===== src/are_pkg.sv =====
package are_pkg;

  // Gain is unsigned fixed point, FRAC_W fraction bits; unity needs one more bit.
  localparam int FRAC_W = 16;
  localparam int GAIN_W = FRAC_W + 1;
  localparam logic [GAIN_W-1:0] UNITY_GAIN = GAIN_W'(1) << FRAC_W;

  // Step counter covers the longest serial pass (the multiply).
  localparam int STEP_W = $clog2(GAIN_W);

  typedef logic [1:0] phase_t;
  localparam phase_t PHASE_ATTACK  = 2'd0;
  localparam phase_t PHASE_RELEASE = 2'd1;
  localparam phase_t PHASE_OFF     = 2'd2;

  localparam int CFG_IDX_W = 2;
  localparam logic [CFG_IDX_W-1:0] REG_ATTACK  = 2'd0;
  localparam logic [CFG_IDX_W-1:0] REG_RELEASE = 2'd1;

endpackage


===== src/attack_release_envelope_core.sv =====
// Each accepted input beat passes through a 16-step restoring divider (one quotient bit
// per cycle) and a 17-step shift-add multiplier (one gain bit per cycle) before out_tvalid;
// a new beat is accepted only once the previous result has entered the output register.
// A new beat is taken while the previous result still waits in the output register.
// Reset (synchronous, rst_n low): position, attack and release lengths clear to zero,
// the sequencer returns to idle and the output register empties.
module attack_release_envelope_core
  import are_pkg::*;
#(
  parameter int SAMPLE_WIDTH = 16,
  parameter int COUNT_WIDTH  = 24
) (
  input  logic                                  clk,
  input  logic                                  rst_n,
  input  logic                                  in_tvalid,
  output logic                                  in_tready,
  input  logic [((SAMPLE_WIDTH+7)/8)*8-1:0]     in_tdata,  // sample_in
  input  logic                                  in_tuser,  // start_req
  output logic                                  out_tvalid,
  input  logic                                  out_tready,
  output logic [((SAMPLE_WIDTH+7)/8)*8-1:0]     out_tdata, // sample_out
  input  logic                                  cfg_wr_en,
  input  logic [CFG_IDX_W-1:0]                  cfg_index,
  input  logic [COUNT_WIDTH-1:0]                cfg_data
);

  localparam int TDATA_W = ((SAMPLE_WIDTH + 7) / 8) * 8;
  localparam int POS_W   = COUNT_WIDTH + 1;
  localparam int ACC_W   = SAMPLE_WIDTH + GAIN_W;

  localparam logic [2:0] ST_IDLE = 3'd0;
  localparam logic [2:0] ST_DIV  = 3'd1;
  localparam logic [2:0] ST_GAIN = 3'd2;
  localparam logic [2:0] ST_MUL  = 3'd3;
  localparam logic [2:0] ST_OUT  = 3'd4;

  localparam logic [STEP_W-1:0] DIV_LAST = STEP_W'(FRAC_W - 1);
  localparam logic [STEP_W-1:0] MUL_LAST = STEP_W'(GAIN_W - 1);

  logic [2:0]                     state_r, state_nxt;
  logic [STEP_W-1:0]              step_r, step_nxt;
  logic [COUNT_WIDTH-1:0]         attack_r, release_r;
  logic [POS_W-1:0]               pos_r, pos_nxt;
  phase_t                         phase_r, phase_nxt;
  logic [COUNT_WIDTH-1:0]         rem_r, rem_nxt;
  logic [COUNT_WIDTH-1:0]         div_r, div_nxt;
  logic [FRAC_W-1:0]              quo_r, quo_nxt;
  logic [GAIN_W-1:0]              gain_r, gain_nxt;
  logic signed [SAMPLE_WIDTH-1:0] sample_r, sample_nxt;
  logic signed [ACC_W-1:0]        acc_r, acc_nxt;
  logic                           out_tvalid_r, out_tvalid_nxt;
  logic [TDATA_W-1:0]             out_tdata_r, out_tdata_nxt;

  logic                   in_beat;
  logic [POS_W-1:0]       n_pos;
  logic [POS_W-1:0]       attack_ext;
  logic [POS_W-1:0]       total;
  logic [POS_W-1:0]       rel_off;
  logic [POS_W-1:0]       rem_dbl;
  logic [POS_W-1:0]       rem_sub;
  logic                   out_free;

  assign in_tready  = (state_r == ST_IDLE);
  assign in_beat    = in_tvalid && in_tready;
  assign out_tvalid = out_tvalid_r;
  assign out_tdata  = out_tdata_r;
  assign out_free   = !out_tvalid_r || out_tready;

  assign n_pos      = in_tuser ? '0 : pos_r;
  assign attack_ext = {1'b0, attack_r};
  assign total      = attack_ext + {1'b0, release_r};
  assign rel_off    = n_pos - attack_ext;

  assign rem_dbl = {rem_r, 1'b0};
  assign rem_sub = rem_dbl - {1'b0, div_r};

  always_comb begin
    state_nxt      = state_r;
    step_nxt       = step_r;
    pos_nxt        = pos_r;
    phase_nxt      = phase_r;
    rem_nxt        = rem_r;
    div_nxt        = div_r;
    quo_nxt        = quo_r;
    gain_nxt       = gain_r;
    sample_nxt     = sample_r;
    acc_nxt        = acc_r;
    out_tvalid_nxt = out_tvalid_r;
    out_tdata_nxt  = out_tdata_r;

    if (out_tvalid_r && out_tready) begin
      out_tvalid_nxt = 1'b0;
    end

    case (state_r)
      ST_IDLE: begin
        if (in_beat) begin
          sample_nxt = in_tdata[SAMPLE_WIDTH-1:0];
          step_nxt   = '0;
          quo_nxt    = '0;
          if (n_pos < attack_ext) begin
            phase_nxt = PHASE_ATTACK;
            rem_nxt   = n_pos[COUNT_WIDTH-1:0];
            div_nxt   = attack_r;
          end else if (n_pos < total) begin
            phase_nxt = PHASE_RELEASE;
            rem_nxt   = rel_off[COUNT_WIDTH-1:0];
            div_nxt   = release_r;
          end else begin
            phase_nxt = PHASE_OFF;
            rem_nxt   = '0;
            div_nxt   = '0;
          end
          // advance, saturating at the end of the envelope
          pos_nxt   = (n_pos < total) ? n_pos + POS_W'(1) : n_pos;
          state_nxt = ST_DIV;
        end
      end
      ST_DIV: begin
        // one quotient bit per beat of the clock: shift, compare, subtract
        if (!rem_sub[POS_W-1]) begin
          rem_nxt = rem_sub[COUNT_WIDTH-1:0];
          quo_nxt = {quo_r[FRAC_W-2:0], 1'b1};
        end else begin
          rem_nxt = rem_dbl[COUNT_WIDTH-1:0];
          quo_nxt = {quo_r[FRAC_W-2:0], 1'b0};
        end
        step_nxt = step_r + STEP_W'(1);
        if (step_r == DIV_LAST) begin
          state_nxt = ST_GAIN;
        end
      end
      ST_GAIN: begin
        case (phase_r)
          PHASE_ATTACK:  gain_nxt = {1'b0, quo_r};
          PHASE_RELEASE: gain_nxt = UNITY_GAIN - {1'b0, quo_r};
          default:       gain_nxt = '0;
        endcase
        acc_nxt   = '0;
        step_nxt  = '0;
        state_nxt = ST_MUL;
      end
      ST_MUL: begin
        // MSB-first shift-add over the gain bits
        acc_nxt  = (acc_r <<< 1) + (gain_r[GAIN_W-1] ? ACC_W'(sample_r) : ACC_W'(0));
        gain_nxt = {gain_r[GAIN_W-2:0], 1'b0};
        step_nxt = step_r + STEP_W'(1);
        if (step_r == MUL_LAST) begin
          state_nxt = ST_OUT;
        end
      end
      ST_OUT: begin
        // hold until the output register can take the result
        if (out_free) begin
          out_tvalid_nxt = 1'b1;
          out_tdata_nxt  = TDATA_W'(acc_r[FRAC_W+SAMPLE_WIDTH-1:FRAC_W]);
          state_nxt      = ST_IDLE;
        end
      end
      default: begin
        state_nxt = ST_IDLE;
      end
    endcase
  end

  always_ff @(posedge clk) begin
    if (!rst_n) begin
      state_r      <= ST_IDLE;
      step_r       <= '0;
      pos_r        <= '0;
      attack_r     <= '0;
      release_r    <= '0;
      out_tvalid_r <= 1'b0;
    end else begin
      state_r      <= state_nxt;
      step_r       <= step_nxt;
      pos_r        <= pos_nxt;
      out_tvalid_r <= out_tvalid_nxt;
      if (cfg_wr_en && cfg_index == REG_ATTACK) begin
        attack_r <= cfg_data;
      end
      if (cfg_wr_en && cfg_index == REG_RELEASE) begin
        release_r <= cfg_data;
      end
    end
  end

  always_ff @(posedge clk) begin
    phase_r     <= phase_nxt;
    rem_r       <= rem_nxt;
    div_r       <= div_nxt;
    quo_r       <= quo_nxt;
    gain_r      <= gain_nxt;
    sample_r    <= sample_nxt;
    acc_r       <= acc_nxt;
    out_tdata_r <= out_tdata_nxt;
  end

endmodule

===== config.mk =====
export PLATFORM = sky130hd
export DESIGN_NAME = attack_release_envelope_core
export DESIGN_NICKNAME = d
export VERILOG_FILES = /design/src/are_pkg.sv /design/src/attack_release_envelope_core.sv
export SDC_FILE = /design/constraint.sdc
export NUM_CORES = 1
export LEC_CHECK = 0
export ABC_AREA = 1
export CORE_MARGIN = 2
export CORE_UTILIZATION = 39
export CTS_BUF_LIST = sky130_fd_sc_hd__clkbuf_2
export CTS_CLUSTER_DIAMETER = 50
export DETAILED_ROUTE_END_ITERATION = 6
export DONT_BUFFER_PORTS = 1
export GPL_ROUTABILITY_DRIVEN = 0
export PLACE_DENSITY = 0.58
export SLEW_MARGIN = 20
export SYNTH_ARGS = -nofsm -noshare
export SYNTH_HDL_FRONTEND = slang
export SYNTH_SLANG_ARGS = --single-unit

===== constraint.sdc =====
create_clock -name clk -period 4.34 [get_ports clk]
set_input_delay 0.868 -clock clk [delete_from_list [all_inputs] [get_ports clk]]
set_output_delay 0.868 -clock clk [all_outputs]
set_load 0.01 [all_outputs]

==> impl_metrics.xml, run 1 <==
<?xml version="1.0" encoding="UTF-8"?>
<metrics>
  <group name="floorplanning">
    <metric name="i_o_pin_cnt" unit="">66</metric>
    <metric name="coreArea" unit="mm²">0.0453</metric>
    <metric name="initial_core_util" unit="">0.394</metric>
    <metric name="die_h" unit="µm">218</metric>
    <metric name="design.die.area" unit="mm²">0.0475</metric>
    <metric name="die_width" unit="µm">218</metric>
    <metric name="floorplan.rows" unit="">78</metric>
  </group>
  <group name="route">
    <metric name="final_antenna_net_count" unit="">0</metric>
    <metric name="detailroute.via_count" unit="">16820</metric>
    <metric name="total_detailed_routing_wirelength" unit="µm">51200</metric>
    <metric name="drt-vias-per-instance" unit="">5.06</metric>
    <metric name="dr.first_iter.drc_count" unit="">1263</metric>
    <metric name="detail_route.first_pass.iterations" unit="">7</metric>
    <metric name="drt-wirelength-per-cell" unit="µm">15.4</metric>
    <metric name="final_routed_drc_violation_total" unit="">0</metric>
  </group>
  <group name="setup_path">
    <metric name="timing.critical_path.required" unit="ps">5020</metric>
    <metric name="crit_fanout" unit="">16</metric>
    <metric name="worstSetupStartpointType" unit="">flip-flop</metric>
    <metric name="worstPathCellList" unit="">ha_1, fa_1, nand3_1, nand3_1, nand2_1, nand2_1, nand3_1, nand2_1, xnor2_1, ha_1, nand2_1, nor2_1, inv_1, a21oi_1, nor2_1, nor2_2, nor2_4, nand2_4, inv_2, nand2_1, nand2_1, nand2_1, nand2_1</metric>
    <metric name="crit_family" unit="">simple AND/OR/NAND/NOR gates</metric>
    <metric name="crit_top_cell" unit="">sky130_fd_sc_hd__nand2_1</metric>
    <metric name="reg2reg_slack" unit="ps">380</metric>
    <metric name="critical_path.endpoint_type" unit="">flip-flop</metric>
    <metric name="largest_stage_delay_worst_path" unit="ps">400</metric>
    <metric name="critPathSlowestCell" unit="">sky130_fd_sc_hd__fa_1</metric>
    <metric name="worstSetupPathType" unit="">flip-flop to flip-flop</metric>
    <metric name="timing.critical_path.arrival" unit="ps">4640</metric>
    <metric name="timing.critical_path.buf_inv" unit="">2</metric>
  </group>
  <group name="logic_synthesis">
    <metric name="synth-main-ff-cell" unit="">sky130_fd_sc_hd__edfxtp_1</metric>
    <metric name="net_count_after_synthesis" unit="">2786</metric>
    <metric name="number_of_flops_mapped_to_enable_cells_by_yosys" unit="">147</metric>
    <metric name="synth-warning-count" unit="">0</metric>
    <metric name="syn_inst" unit="">2604</metric>
    <metric name="postSynthAreaPerCell" unit="µm²">6.85</metric>
    <metric name="synth_cell_type_count" unit="">49</metric>
    <metric name="synthArstFlopShare" unit="">0</metric>
    <metric name="ys_seq_elements" unit="">229</metric>
    <metric name="synth_seq_area_share" unit="">0.339</metric>
    <metric name="synth_area" unit="mm²">0.0178</metric>
  </group>
  <group name="placed_design">
    <metric name="detailed_place_hpwl" unit="µm">39600</metric>
    <metric name="numPlacedInstances" unit="">3177</metric>
    <metric name="port_bufs" unit="">0</metric>
    <metric name="preCtsSetupSlack" unit="ps">516</metric>
  </group>
  <group name="timing">
    <metric name="final-setup-viol-count" unit="">0</metric>
    <metric name="final_min_period_over_clock_period" unit="">0.912</metric>
    <metric name="max_slew.worst_pin.slew" unit="ps">965</metric>
    <metric name="final_critical_path_setup_slack" unit="ps">381</metric>
    <metric name="worst_slew_margin_rel" unit="">0.357</metric>
    <metric name="fmax" unit="GHz">0.253</metric>
    <metric name="timing.clock.skew" unit="ps">93.2</metric>
    <metric name="maxSlewViolCount" unit="">0</metric>
    <metric name="min_period" unit="ps">3960</metric>
    <metric name="hold-worst-slack" unit="ps">122</metric>
    <metric name="unrepaired_setup_endpoints_after_global_routing" unit="">false</metric>
    <metric name="sum_of_negative_setup_slack" unit="ps">0</metric>
    <metric name="hold_viol_final" unit="">0</metric>
  </group>
  <group name="global_routing">
    <metric name="antenna_violations_before_repair" unit="">1</metric>
    <metric name="first_pass_grt_wire_length" unit="µm">83700</metric>
    <metric name="grt_start_max_net_pins" unit="">71</metric>
    <metric name="grtUsageTotal" unit="">0.221</metric>
    <metric name="first_global_vias" unit="">16490</metric>
    <metric name="grt_overflow_total" unit="">0</metric>
  </group>
  <group name="clock_tree">
    <metric name="num_cts_buffers" unit="">66</metric>
    <metric name="clockBufferDepth" unit="">3</metric>
    <metric name="h-tree-depth" unit="">3</metric>
    <metric name="root_buffer" unit="">sky130_fd_sc_hd__clkbuf_2</metric>
    <metric name="cts_sinks" unit="">229</metric>
    <metric name="clkLatencyLatePin" unit="ps">1010</metric>
    <metric name="clock_tree_from_tritoncts" unit="">yes</metric>
    <metric name="clk_pin_slew" unit="ps">110</metric>
    <metric name="postCtsSetupRepairBufs" unit="">0</metric>
  </group>
  <group name="power">
    <metric name="total_power" unit="µW">10100</metric>
    <metric name="max-vdd-ir-drop" unit="mV">0.229</metric>
    <metric name="power_per_cell_area" unit="mW/mm²">520</metric>
    <metric name="leakage" unit="µW">0.00952</metric>
  </group>
  <group name="finish">
    <metric name="finish.net_count" unit="">2862</metric>
    <metric name="drive_above_1_share" unit="">0.0767</metric>
    <metric name="growth_of_design_area_from_synthesis_to_finish" unit="%">8.98</metric>
    <metric name="finish.cell_count_without_fillers" unit="">3327</metric>
  </group>
  <group name="run_status">
    <metric name="status" unit="">completed</metric>
  </group>
  <group name="flow_run">
    <metric name="cap_violations" unit="">0</metric>
  </group>
  <group name="worst_hold_path">
    <metric name="timing.hold.worst.class" unit="">input port to flip-flop</metric>
  </group>
</metrics>
timing repair:
item	4_1_cts	5_1_grt
setup endpoints to repair	0	0
endpoints found under the hold margin	77	0
hold buffers	35	0
gates resized for setup	0	0
kinds of logic (layout without fill, tap and decap cells):
logic type | count (synthesis) | count (layout) | synth area share
AND/OR/NAND/NOR | 1313 | 1313 | 0.309
buffers and inverters | 503 | 625 | 0.113
AO/OA/AOI/OAI | 379 | 379 | 0.120
flip-flops | 229 | 229 | 0.339
adder cells (fa/ha/maj) | 134 | 134 | 0.0957
XOR/XNOR | 46 | 46 | 0.0226
other | 0 | 1 | 0
through the flow:
step	util	area [µm²]
after floorplan	-	17800
after global placement	0.408	18500
after detailed placement	0.408	18500
after CTS	0.429	19400
after global routing	0.429	19400
final	0.429	19400
synthesized netlist by cell type, types with 4 or more instances:
master	count	area, µm²
sky130_fd_sc_hd__buf_2	8	40.0
sky130_fd_sc_hd__nor2_4	6	67.6
sky130_fd_sc_hd__buf_4	6	45.0
sky130_fd_sc_hd__nor2_1	235	882
sky130_fd_sc_hd__nor3_1	28	140
sky130_fd_sc_hd__dfxtp_1	82	1640
sky130_fd_sc_hd__o21ai_1	26	130
sky130_fd_sc_hd__xor2_1	12	105
sky130_fd_sc_hd__nand3b_1	12	90.1
sky130_fd_sc_hd__nor2_2	16	100
sky130_fd_sc_hd__nand2_4	4	45.0
sky130_fd_sc_hd__inv_2	6	22.5
sky130_fd_sc_hd__o21a_1	4	30.0
sky130_fd_sc_hd__fa_1	4	80.1
sky130_fd_sc_hd__nand2_2	6	37.5
sky130_fd_sc_hd__nand3_2	4	40.0
sky130_fd_sc_hd__o22ai_2	20	250
sky130_fd_sc_hd__nand3_1	140	701
sky130_fd_sc_hd__buf_6	8	90.1
sky130_fd_sc_hd__o21bai_1	15	113
sky130_fd_sc_hd__o22ai_1	4	25.0
sky130_fd_sc_hd__nand4_1	41	257
sky130_fd_sc_hd__a21oi_1	177	886
sky130_fd_sc_hd__or2_2	5	31.3
sky130_fd_sc_hd__clkbuf_1	28	105
sky130_fd_sc_hd__ha_1	130	1630
sky130_fd_sc_hd__xnor2_1	34	298
sky130_fd_sc_hd__o21ai_0	119	596
sky130_fd_sc_hd__nand2_1	804	3020
sky130_fd_sc_hd__nor4_1	5	31.3
sky130_fd_sc_hd__inv_1	442	1660
sky130_fd_sc_hd__edfxtp_1	147	4410
registers in the layout, summed over array words and instances, names as in the netlist:
register / cells
step_r: 5
release_r: 24
sample_r: 16
state_r: 3
out_tvalid: 1
div_r: 24
out_tdata: 16
rem_r: 24
phase_r: 2
pos_r: 25
quo_r: 16
acc_r: 32
gain_r: 17
attack_r: 24
cell usage in the layout, fill, tap and decap left out, drive strengths merged, types with 12 or more instances in the layout:
master | Yosys | final
dlygate4sd3 | 0 | 34
nand3 | 144 | 144
buf | 26 | 29
nand4 | 42 | 42
xor2 | 12 | 12
nand3b | 12 | 12
o21bai | 15 | 15
o22ai | 24 | 24
clkbuf | 29 | 99
inv | 448 | 450
xnor2 | 34 | 34
nand2 | 814 | 814
edfxtp | 147 | 147
a21oi | 179 | 179
nor2 | 257 | 257
o21ai | 145 | 145
dfxtp | 82 | 82
ha | 130 | 130
nor3 | 32 | 32
worst paths after layout:
| kind | startpoint | depth (start not counted) | end |
|---|---|---|---|
| min reg2reg | acc_r[31] | 0 | out_tdata[15] |
| max | attack_r[0] | 23 | rem_r[23] |
| max reg2reg | attack_r[0] | 23 | rem_r[23] |
| min | cfg_data[19] | 2 | attack_r[19] |
layer usage:
layer  track usage  routed length [µm]  share of wire  vias to the layer above
met3        0.0360                2660          0.052                      125
met5             0                   0              0                        -
li1              -                   -              -                     8571
met4         0.100                2110          0.041                        0
met2         0.361               22900           0.45                      477
met1         0.287               23500           0.46                     7647
worst reg2reg max path: stages (launching register included):
cell and delay, ps:
sky130_fd_sc_hd__dfxtp_1 370, sky130_fd_sc_hd__ha_1 250, sky130_fd_sc_hd__fa_1 400, sky130_fd_sc_hd__nand3_1 90
sky130_fd_sc_hd__nand3_1 150, sky130_fd_sc_hd__nand2_1 100, sky130_fd_sc_hd__nand2_1 150, sky130_fd_sc_hd__nand3_1 120
sky130_fd_sc_hd__nand2_1 110, sky130_fd_sc_hd__xnor2_1 160, sky130_fd_sc_hd__ha_1 300, sky130_fd_sc_hd__nand2_1 80
sky130_fd_sc_hd__nor2_1 200, sky130_fd_sc_hd__inv_1 60, sky130_fd_sc_hd__a21oi_1 130, sky130_fd_sc_hd__nor2_1 100
sky130_fd_sc_hd__nor2_2 140, sky130_fd_sc_hd__nor2_4 60, sky130_fd_sc_hd__nand2_4 250, sky130_fd_sc_hd__inv_2 170
sky130_fd_sc_hd__nand2_1 90, sky130_fd_sc_hd__nand2_1 50, sky130_fd_sc_hd__nand2_1 60, sky130_fd_sc_hd__nand2_1 60
final cells by class:
cell class | instances | area [µm²]
Clock inverter | 15 | 86.3
Antenna cell | 1 | 2.50
Fill cell | 4861 | 25800
Timing Repair Buffer | 63 | 583
Clock buffer | 99 | 495
Multi-Input combinational cell | 1872 | 9780
Inverter | 448 | 1680
Tap cell | 600 | 751
Sequential cell | 229 | 6060
report_power, final:
group          switching, µW  internal [µW]
combinational           3460           1570
clock                    964            661
sequential               339           3120
total                   4770           5350
No activity file was read; power rests on OpenSTA's default activity.
==> run 2, diff against run 1 <==
RECOVER_POWER = 25   (was unset)
SKIP_LAST_GASP = 1   (was unset)
==> run 2 against run 1 <==
The run now ends with max-capacitance violations, max-slew violations left; final cell count unchanged; maximum frequency increased by 0.70%; critical path depth did not move; total power is essentially flat; hold slack got worse by 0.60 ps; sequential power is essentially flat; critical path type unchanged; critical endpoint unchanged; largest power group unchanged.
==> impl_metrics.xml, run 2 (synthesized netlist as in run 1, its figures left out) <==
<?xml version="1.0" encoding="UTF-8"?>
<metrics>
  <group name="timing">
    <metric name="maxSlewViolCount" unit="">49</metric>
    <metric name="fmax" unit="GHz">0.254</metric>
    <metric name="worst_slew_margin_rel" unit="">-0.222</metric>
    <metric name="final-setup-viol-count" unit="">0</metric>
    <metric name="timing.clock.skew" unit="ps">91.2</metric>
    <metric name="final_min_period_over_clock_period" unit="">0.906</metric>
    <metric name="min_period" unit="ps">3930</metric>
    <metric name="hold_viol_final" unit="">0</metric>
    <metric name="unrepaired_setup_endpoints_after_global_routing" unit="">false</metric>
    <metric name="hold-worst-slack" unit="ps">121</metric>
    <metric name="final_critical_path_setup_slack" unit="ps">409</metric>
    <metric name="max_slew.worst_pin.slew" unit="ps">1830</metric>
    <metric name="sum_of_negative_setup_slack" unit="ps">0</metric>
  </group>
  <group name="setup_path">
    <metric name="largest_stage_delay_worst_path" unit="ps">400</metric>
    <metric name="worstPathCellList" unit="">ha_1, fa_1, nand3_1, nand3_1, nand2_1, nand2_1, nand3_1, nand2_1, xnor2_1, ha_1, nand2_1, nor2_1, inv_1, a21oi_1, nor2_1, nor2_2, nor2_4, nand2_4, inv_2, nand2_1, nand2_1, nand2_1, nand2_1</metric>
    <metric name="crit_top_cell" unit="">sky130_fd_sc_hd__nand2_1</metric>
    <metric name="timing.critical_path.arrival" unit="ps">4620</metric>
    <metric name="critical_path.endpoint_type" unit="">flip-flop</metric>
    <metric name="timing.critical_path.required" unit="ps">5020</metric>
    <metric name="critPathSlowestCell" unit="">sky130_fd_sc_hd__fa_1</metric>
    <metric name="worstSetupStartpointType" unit="">flip-flop</metric>
    <metric name="crit_fanout" unit="">16</metric>
    <metric name="worstSetupPathType" unit="">flip-flop to flip-flop</metric>
  </group>
  <group name="route">
    <metric name="final_antenna_net_count" unit="">0</metric>
    <metric name="total_detailed_routing_wirelength" unit="µm">51200</metric>
    <metric name="detail_route.first_pass.iterations" unit="">5</metric>
    <metric name="drt-vias-per-instance" unit="">5.06</metric>
    <metric name="detailroute.via_count" unit="">16843</metric>
    <metric name="dr.first_iter.drc_count" unit="">1283</metric>
    <metric name="final_routed_drc_violation_total" unit="">0</metric>
    <metric name="drt-wirelength-per-cell" unit="µm">15.4</metric>
  </group>
  <group name="floorplanning">
    <metric name="initial_core_util" unit="">0.394</metric>
    <metric name="coreArea" unit="mm²">0.0453</metric>
    <metric name="die_h" unit="µm">218</metric>
    <metric name="die_width" unit="µm">218</metric>
    <metric name="design.die.area" unit="mm²">0.0475</metric>
    <metric name="i_o_pin_cnt" unit="">66</metric>
    <metric name="floorplan.rows" unit="">78</metric>
  </group>
  <group name="global_routing">
    <metric name="first_global_vias" unit="">16490</metric>
    <metric name="antenna_violations_before_repair" unit="">1</metric>
    <metric name="first_pass_grt_wire_length" unit="µm">83700</metric>
    <metric name="grtUsageTotal" unit="">0.221</metric>
    <metric name="grt_overflow_total" unit="">0</metric>
    <metric name="grt_start_max_net_pins" unit="">71</metric>
  </group>
  <group name="clock_tree">
    <metric name="postCtsHoldBufs" unit="">35</metric>
    <metric name="clock_tree_from_tritoncts" unit="">yes</metric>
    <metric name="clockBufferDepth" unit="">3</metric>
    <metric name="postCtsResizedCells" unit="">0</metric>
    <metric name="cts_sinks" unit="">229</metric>
    <metric name="h-tree-depth" unit="">3</metric>
    <metric name="postCtsSetupRepairBufs" unit="">0</metric>
    <metric name="clkLatencyLatePin" unit="ps">1010</metric>
    <metric name="root_buffer" unit="">sky130_fd_sc_hd__clkbuf_2</metric>
    <metric name="clk_pin_slew" unit="ps">110</metric>
    <metric name="num_cts_buffers" unit="">66</metric>
  </group>
  <group name="finish">
    <metric name="reg_top3" unit="">acc_r x32, pos_r x25</metric>
    <metric name="regMostFlops" unit="">acc_r</metric>
    <metric name="growth_of_design_area_from_synthesis_to_finish" unit="%">8.94</metric>
    <metric name="postLayoutCoreUtil" unit="">0.429</metric>
    <metric name="drive_above_1_share" unit="">0.0756</metric>
    <metric name="layout.cells.most_common" unit="">sky130_fd_sc_hd__nand2_1</metric>
    <metric name="largest_reg_flops" unit="">32</metric>
    <metric name="finish.net_count" unit="">2862</metric>
    <metric name="layout.cells.most_common_list" unit="">sky130_fd_sc_hd__nand2_1, sky130_fd_sc_hd__inv_1, sky130_fd_sc_hd__nor2_1, sky130_fd_sc_hd__a21oi_1, sky130_fd_sc_hd__edfxtp_1</metric>
  </group>
  <group name="run_status">
    <metric name="violations" unit="">max-capacitance violations, max-slew violations</metric>
    <metric name="status" unit="">complete, but fails checks</metric>
  </group>
  <group name="power">
    <metric name="leakage" unit="µW">0.00951</metric>
    <metric name="max-vdd-ir-drop" unit="mV">0.228</metric>
    <metric name="power_per_cell_area" unit="mW/mm²">520</metric>
    <metric name="total_power" unit="µW">10100</metric>
  </group>
  <group name="placed_design">
    <metric name="detailed_place_hpwl" unit="µm">39600</metric>
    <metric name="preCtsSetupSlack" unit="ps">516</metric>
    <metric name="port_bufs" unit="">0</metric>
  </group>
  <group name="worst_hold_path">
    <metric name="timing.hold.worst.class" unit="">input port to flip-flop</metric>
  </group>
  <group name="flow_run">
    <metric name="cap_violations" unit="">1</metric>
  </group>
</metrics>
==> run 2: worst paths after layout <==
path	endpoint	slack [ps]	from	cells after the start
max	rem_r[23]	410	attack_r[0]	23
min	attack_r[19]	120	cfg_data[19]	2
max reg2reg	rem_r[23]	410	attack_r[0]	23
min reg2reg	out_tdata[15]	430	acc_r[31]	0
==> run 2: routing by layer <==
metal,wire [µm],global-route usage
met2,22900,0.361
met4,2120,0.100
met5,0,0
met1,23400,0.287
met3,2750,0.0360
==> run 2: worst max-delay path, delay by kind of cell, from the launching register on <==
family | cells | cell delay [ps]
AOI/OAI and AO/OA | 1 | 130
xor gates and xnor gates | 1 | 160
adders and majority gates | 3 | 950
buffers and inverters | 2 | 230
DFF | 1 | 360
and+or+nand+nor | 16 | 1800
==> run 2: stage by stage <==
step / std cells / cell area (µm²)
finish: 3327 / 19400
global route: 3327 / 19400
detailed placement: 3177 / 18500
global placement: 3177 / 18500
CTS: 3326 / 19400
floorplan: 2604 / 17800
==> run 2: cell type report <==
class	instances	area, µm²
Clock buffer	99	495
Inverter	448	1680
Multi-Input combinational cell	1872	9780
Timing Repair Buffer	63	576
Sequential cell	229	6060
Tap cell	600	751
Clock inverter	15	86.3
Fill cell	4863	25900
Antenna cell	1	2.50
==> run 2: power by group <==
part | internal [µW] | leakage, µW | total [µW] | switching [µW]
combinational | 1570 | 0.00698 | 5030 | 3460
clock | 661 | 0.000454 | 1620 | 964
sequential | 3120 | 0.00208 | 3460 | 341
total | 5350 | 0.00951 | 10100 | 4770
